File: config.mk
export PLATFORM = sky130hd
export DESIGN_NAME = osv_cell
export DESIGN_NICKNAME = d
export VERILOG_FILES = /design/src/osv_pkg.sv /design/src/osv_cell.sv
export SDC_FILE = /design/constraint.sdc
export NUM_CORES = 1
export LEC_CHECK = 0
export BUFFER_PORTS_ARGS = -buffer_cell sky130_fd_sc_hd__buf_2
export CORE_ASPECT_RATIO = 1.2
export CORE_MARGIN = 3
export CORE_UTILIZATION = 57
export DETAILED_ROUTE_END_ITERATION = 8
export GPL_TIMING_DRIVEN = 1
export PLACE_DENSITY_LB_ADDON = 0.25
export SLEW_MARGIN = 0
export SYNTH_ARGS = -nofsm -noshare
export SYNTH_HDL_FRONTEND = slang
export SYNTH_SLANG_ARGS = --single-unit
File: constraint.sdc
create_clock -name i_clk -period 6.9 [get_ports i_clk]
set_clock_uncertainty 0.1 [all_clocks]
set_input_delay 1.035 -clock i_clk [delete_from_list [all_inputs] [get_ports i_clk]]
set_output_delay 1.035 -clock i_clk [all_outputs]
set_load 0.005 [all_outputs]
File: src/osv_pkg.sv
// ----------------------------------------------------------------------------
// Octant shadowcast visibility package
// Shared types for the shadow list slots and the control strobes that run
// along the chain.
// ----------------------------------------------------------------------------
`default_nettype none
package osv_pkg;

    localparam int FracW = 5;
    localparam int ProdW = 2 * FracW;

    typedef struct packed {
        logic [FracW-1:0] sn;
        logic [FracW-1:0] sd;
        logic [FracW-1:0] en;
        logic [FracW-1:0] ed;
    } t_shade;

    typedef enum logic [2:0] {
        OP_NONE   = 3'd0,
        OP_JOIN   = 3'd1,
        OP_START  = 3'd2,
        OP_END    = 3'd3,
        OP_INSERT = 3'd4
    } t_op;

    // Broadcast to every slot for one request.
    typedef struct packed {
        logic   clear;
        logic   check;
        t_op    op;
        t_shade shade;
    } t_bcast;

    // State that each slot hands to both neighbors.
    typedef struct packed {
        logic   f;
        logic   valid;
        t_shade shade;
    } t_link;

    function automatic logic frac_le(input logic [FracW-1:0] a, input logic [FracW-1:0] b,
                                     input logic [FracW-1:0] c, input logic [FracW-1:0] d);
        logic [ProdW-1:0] p;
        logic [ProdW-1:0] q;
        p = ProdW'(a) * ProdW'(d);
        q = ProdW'(c) * ProdW'(b);
        return p <= q;
    endfunction

    function automatic logic frac_lt(input logic [FracW-1:0] a, input logic [FracW-1:0] b,
                                     input logic [FracW-1:0] c, input logic [FracW-1:0] d);
        logic [ProdW-1:0] p;
        logic [ProdW-1:0] q;
        p = ProdW'(a) * ProdW'(d);
        q = ProdW'(c) * ProdW'(b);
        return p < q;
    endfunction

endpackage
`default_nettype wire

File: src/osv_cell.sv
// ----------------------------------------------------------------------------
// Shadow list slot
// Holds one shadow interval and a valid flag. Registers its compare of the
// broadcast interval and updates itself in a later cycle from its own flags and
// those of its neighbors, which together place the insertion point.
// ----------------------------------------------------------------------------
`default_nettype none
module osv_cell import osv_pkg::*; (
    input  wire logic   i_clk,
    input  wire logic   i_rst_n,
    input  wire t_bcast i_bc,
    input  wire t_link  i_left,
    input  wire t_link  i_right,
    output t_link       o_link,
    output logic        o_cover,
    output logic        o_prev_hit,
    output logic        o_next_hit
);

    logic   r_valid;
    t_shade r_shade;
    logic   r_f;
    logic   r_p;
    logic   r_q;
    logic   r_cov;
    logic   n_valid;
    t_shade n_shade;
    logic   at_i;
    logic   is_prev;
    t_shade w;

    assign w = i_bc.shade;

    // The slot is the insertion point when the new start goes at or before it
    // and after its left neighbor; the slot just left of that is prev.
    assign at_i    = r_f && !i_left.f;
    assign is_prev = !r_f && i_right.f;

    always_comb begin
        n_valid = r_valid;
        n_shade = r_shade;
        case (i_bc.op)
            OP_JOIN: begin
                if (is_prev) begin
                    n_shade.en = i_right.shade.en;
                    n_shade.ed = i_right.shade.ed;
                end else if (r_f) begin
                    n_shade = i_right.shade;
                    n_valid = i_right.valid;
                end
            end
            OP_START: begin
                if (at_i) begin
                    n_shade.sn = w.sn;
                    n_shade.sd = w.sd;
                end
            end
            OP_END: begin
                if (is_prev) begin
                    n_shade.en = w.en;
                    n_shade.ed = w.ed;
                end
            end
            OP_INSERT: begin
                if (at_i) begin
                    n_shade = w;
                    n_valid = 1'b1;
                end else if (r_f) begin
                    n_shade = i_left.shade;
                    n_valid = i_left.valid;
                end
            end
            default: begin
            end
        endcase
        if (i_bc.clear) n_valid = 1'b0;
    end

    always_ff @(posedge i_clk) begin
        if (!i_rst_n) begin
            r_valid <= 1'b0;
            r_shade <= '0;
            r_f     <= 1'b0;
            r_p     <= 1'b0;
            r_q     <= 1'b0;
            r_cov   <= 1'b0;
        end else begin
            r_valid <= n_valid;
            r_shade <= n_shade;
            if (i_bc.check) begin
                r_f   <= !r_valid || frac_le(w.sn, w.sd, r_shade.sn, r_shade.sd);
                r_p   <= frac_lt(w.sn, w.sd, r_shade.en, r_shade.ed);
                r_q   <= frac_lt(r_shade.sn, r_shade.sd, w.en, w.ed);
                r_cov <= r_valid
                    && frac_le(r_shade.sn, r_shade.sd, w.sn, w.sd)
                    && frac_le(w.en, w.ed, r_shade.en, r_shade.ed);
            end
        end
    end

    assign o_link     = '{f: r_f, valid: r_valid, shade: r_shade};
    assign o_cover    = r_cov;
    assign o_prev_hit = is_prev && r_p;
    assign o_next_hit = at_i && r_valid && r_q;

endmodule
`default_nettype wire

==> run summary <==
The transition time of the tightest slew-check pin came out at 0.9815 ns. Data on the critical path arrives at its endpoint at 5.80 ns. For this run, the share of the core covered by cells in the final layout is 63.25%.

TritonCTS created 3 clock buffers. The tools report the post-synthesis net count as 1,334. The most critical setup path has its startpoint at i_bc[5].

The routability congestion estimate is 0.8359. In this run the critical register-to-register path is launched from o_link[16]$_SDFFE_PN0P_. Of the synthesized area, sequential elements account for 6.035%. The tools report the required arrival time at the worst endpoint as 7.00 ns.

The die is 138.1 um tall. Path type of the worst setup path: in2reg. The clock transition at the registers of the reported paths is 0.08 ns, and the maximum frequency from static timing analysis is 175.4 MHz.

The routed layout has 7,163 vias. Measured against its own limit, the worst slew margin works out to 34.33%. Clock latency on the worst-skew pair, taken at its later pin, is 0.27 ns. After layout, the worst path uses 82.62% of the clock period.

The flow ran to the end, and the final reports show no timing, DRC or antenna violations. The number of buffers inserted by port buffering was 95; the count of flip-flops with a built-in enable after synthesis was 0. The run gives 0.01604 sq mm as the overall die area.

The max-capacitance violation count was 0; the number of vias per cell was 5.833. The total iterations of the first detailed-routing run was 5. After routing, the total negative slack on setup checks comes to 0 ns. The total clock sinks was 25. Synthesis instantiated 55 different standard cells from the library. Pin placement for this block handled 96 I/O pins. Ratio of cells with drive above 1 in the final layout: 10.23%. The tools report the starting utilization of the core area as 59.25%. Leaving out fill and tap cells, the most frequent cell in the layout is sky130_fd_sc_hd__ha_1. The number of antenna violations at the first check in global routing was 1; the buffer levels on the longest clock path was 2. After detailed routing, the total wire length is 20.21 mm. The total congestion overflow was 0; the power density normalized to cell area was 90.45 mW/mm^2.

Kind of start point of the critical path: an input pin. In this run the horizontal extent of the chip is 116.1 um. After floorplanning, the core was sized to cover 0.01400 sq mm. Entering global routing, the biggest net connects 29 pins. For this run, design rule violations remaining after detail routing come to 0.

From synthesis to final layout, the design area changed by 6.744%. The worst path in the final design needs a cycle of 5.701 ns, including I/O delays and setup. The run gives 1 as the number of H-tree levels. The signal on the critical path passes through buf_2 > nand2_1 > fa_1 > fa_1 > fa_1 > inv_1 > ha_1 > nor2b_1 > o21ai_0 > a21boi_0 > or4b_2 > nand3_1 > ha_1 > and4_1 > o2111a_1 > a2111oi_0 > a41oi_1 > o21ai_0. Once detail routing completed, the nets flagged for antenna violations numbered 0.

A synthesized cell averages 8.219 sq um. The library cell appearing most often on the critical path was sky130_fd_sc_hd__fa_1. Setup violations remaining at the end of the flow were counted as 0.

The family of cells with the greatest summed delay on the critical path was adder cells. The synthesized design contains 25 register bits. The cell at the slowest stage of the critical path was sky130_fd_sc_hd__or4b_2. Counting every instance in the synthesized netlist gives 1,009. In this run, post-CTS hold repair placed 0 buffers. The run gives 0 as the final number of hold-violating endpoints. Setup repair after global routing left no endpoint under its margin. After floorplanning, the core was divided into 47 placement rows.

TritonCTS built the clock tree. After legalization and detailed placement, the total HPWL measured 16.86 mm. After clock tree synthesis, the repair step resized 0 gates. Leaving out fill and tap cells, the most frequent cells in the layout are sky130_fd_sc_hd__ha_1 (182), sky130_fd_sc_hd__inv_1 (136), sky130_fd_sc_hd__and2_1 (133), sky130_fd_sc_hd__nand2_1 (98), sky130_fd_sc_hd__buf_2 (95). For this design the static power due to leakage is 0.005001 uW. The buffer and inverter count on the worst path is 2, and the detailed router's first-iteration violation count is 500.

The number of buffers added for setup after CTS was 0; the worst IR drop on VDD was 0.00006427 V. The worst setup path is captured at a flop. The tools report the wire length of the first global-routing pass as 33.49 mm.

For this run, the total global-route usage over all layers was measured as 25.48%. The tools report the number of global-route vias before repair as 7,269. The logs give 0.008293 sq mm for the cell area after synthesis and 0 for the total number of yosys warnings. The average routed wire per standard cell came out at 16.45 um. The number of fill cells in the layout was 1,262.

The startpoint identified for the worst hold timing path is o_cover$_SDFFE_PN0P_. The run gives 1,382 as the net total in the final layout. Worst min-delay path class: reg2reg.

The number of max-slew violations in the final report was 0. The post-synthesis async set-or-reset flop share came out at 0%. For this run, the slowest stage of the critical path takes 0.62 ns. The largest fanout on the critical path was 11. Root buffer cell: sky130_fd_sc_hd__clkbuf_16. Among all flip-flop cells after synthesis, the most frequent one is sky130_fd_sc_hd__dfxtp_1.
through the flow:
step	hold slack [ns]	std cells	worst slack, ns	total power, uW	area, sq um
finish	0.4363	1228	1.199	800.6	8852
global route	0.5094	1228	0.6760	883.3	8852
CTS	0.4283	1227	1.160	807.5	8850
detailed placement	0.4199	1223	0.8674	663.6	8770
global placement	0.4016	1223	0.9668	650.9	8770
floorplan	0.3676	1009	1.232	534.0	8293
synthesized netlist by cell type, types with 3 or more instances:
cell	number	area share, %
sky130_fd_sc_hd__o21bai_1	3	0.27
sky130_fd_sc_hd__and3_1	3	0.23
sky130_fd_sc_hd__xnor2_1	22	2.3
sky130_fd_sc_hd__nand2b_1	9	0.68
sky130_fd_sc_hd__nor2b_1	14	1.1
sky130_fd_sc_hd__a21boi_0	4	0.36
sky130_fd_sc_hd__nand3_1	6	0.36
sky130_fd_sc_hd__ha_1	182	27
sky130_fd_sc_hd__a2111oi_0	5	0.53
sky130_fd_sc_hd__buf_2	5	0.30
sky130_fd_sc_hd__dfxtp_1	25	6.0
sky130_fd_sc_hd__inv_1	136	6.2
sky130_fd_sc_hd__clkbuf_1	44	2.0
sky130_fd_sc_hd__a41oi_1	3	0.32
sky130_fd_sc_hd__a21oi_1	25	1.5
sky130_fd_sc_hd__a222oi_1	20	2.4
sky130_fd_sc_hd__o211a_1	20	2.4
sky130_fd_sc_hd__nor2_1	49	2.2
sky130_fd_sc_hd__xor2_1	17	1.8
sky130_fd_sc_hd__nor3_1	12	0.72
sky130_fd_sc_hd__o41ai_1	8	0.84
sky130_fd_sc_hd__a211oi_1	12	1.1
sky130_fd_sc_hd__fa_1	72	17
sky130_fd_sc_hd__and2_1	133	10
sky130_fd_sc_hd__nor3b_1	3	0.27
sky130_fd_sc_hd__nand2_1	98	4.4
sky130_fd_sc_hd__o21ai_0	27	1.6
sky130_fd_sc_hd__a21o_1	13	1.2
logic make-up (layout without fill, tap and decap cells):
kind of cell	after synthesis	in the layout	synth area share, %
simple gates	343	343	21.65
compound gates	156	156	14.24
fa+ha+maj	254	254	44.84
flops	25	25	6.035
xor+xnor	39	39	4.119
buf+inv	191	238	8.992
mux	1	1	0.1207
other cells	0	1	0
final cells by class:
type                            instances  area (sq um)  area share [%]
Timing Repair Buffer                   98         498.0           5.625
Clock buffer                            3         75.07          0.8481
Sequential cell                        25         500.5           5.654
Inverter                              136         510.5           5.767
Tap cell                              171         214.0           2.417
Clock inverter                          1         5.005         0.05654
Antenna cell                            1         2.502         0.02827
Multi-Input combinational cell        793          7047           79.60
final timing paths:
check	to	slack [ns]	depth (start not counted)
worst max-delay path	o_cover$_SDFFE_PN0P_	1.20	18
worst min-delay path	o_cover$_SDFFE_PN0P_	0.44	2
worst max register to register	o_cover$_SDFFE_PN0P_	1.52	16
worst min register to register	o_cover$_SDFFE_PN0P_	0.44	2
worst register-to-register path, cell delays in order (launching register included):
cell and delay (ns):
sky130_fd_sc_hd__dfxtp_1 0.61, sky130_fd_sc_hd__nand2_1 0.14, sky130_fd_sc_hd__fa_1 0.52, sky130_fd_sc_hd__fa_1 0.52, sky130_fd_sc_hd__fa_1 0.55, sky130_fd_sc_hd__inv_1 0.04
sky130_fd_sc_hd__ha_1 0.34, sky130_fd_sc_hd__a211oi_1 0.24, sky130_fd_sc_hd__nor2_1 0.10, sky130_fd_sc_hd__o41ai_1 0.33, sky130_fd_sc_hd__xor2_1 0.20, sky130_fd_sc_hd__ha_1 0.26
sky130_fd_sc_hd__and4_1 0.21, sky130_fd_sc_hd__o2111a_1 0.13, sky130_fd_sc_hd__a2111oi_0 0.56, sky130_fd_sc_hd__o2111ai_1 0.25, sky130_fd_sc_hd__o21ai_0 0.21
sequential cells by signal, indices dropped and copies added (netlist names):
signal,cells
r_p,1
o_cover,1
r_valid,1
r_q,1
r_f,1
o_link,20
report_power, final:
| part | switching [uW] | leakage (uW) | total [uW] | internal, uW |
|---|---|---|---|---|
| sequential | 31.4 | 0.000205 | 187 | 156 |
| combinational | 256 | 0.00475 | 474 | 218 |
| clock | 60.8 | 0.0000409 | 139 | 78.6 |
| total | 348 | 0.00500 | 801 | 453 |
per-layer routing:
layer	global-route usage, %	vias to the layer above	wire length (um)	share of wire (%)
met5	0	-	0	0
met4	7.880	0	520	2.6
met3	1.093	43	802	4.0
met2	46.98	185	10570	52
met1	31.45	3461	8315	41
li1	-	3474	-	-
No activity file was read; power rests on OpenSTA's default activity.
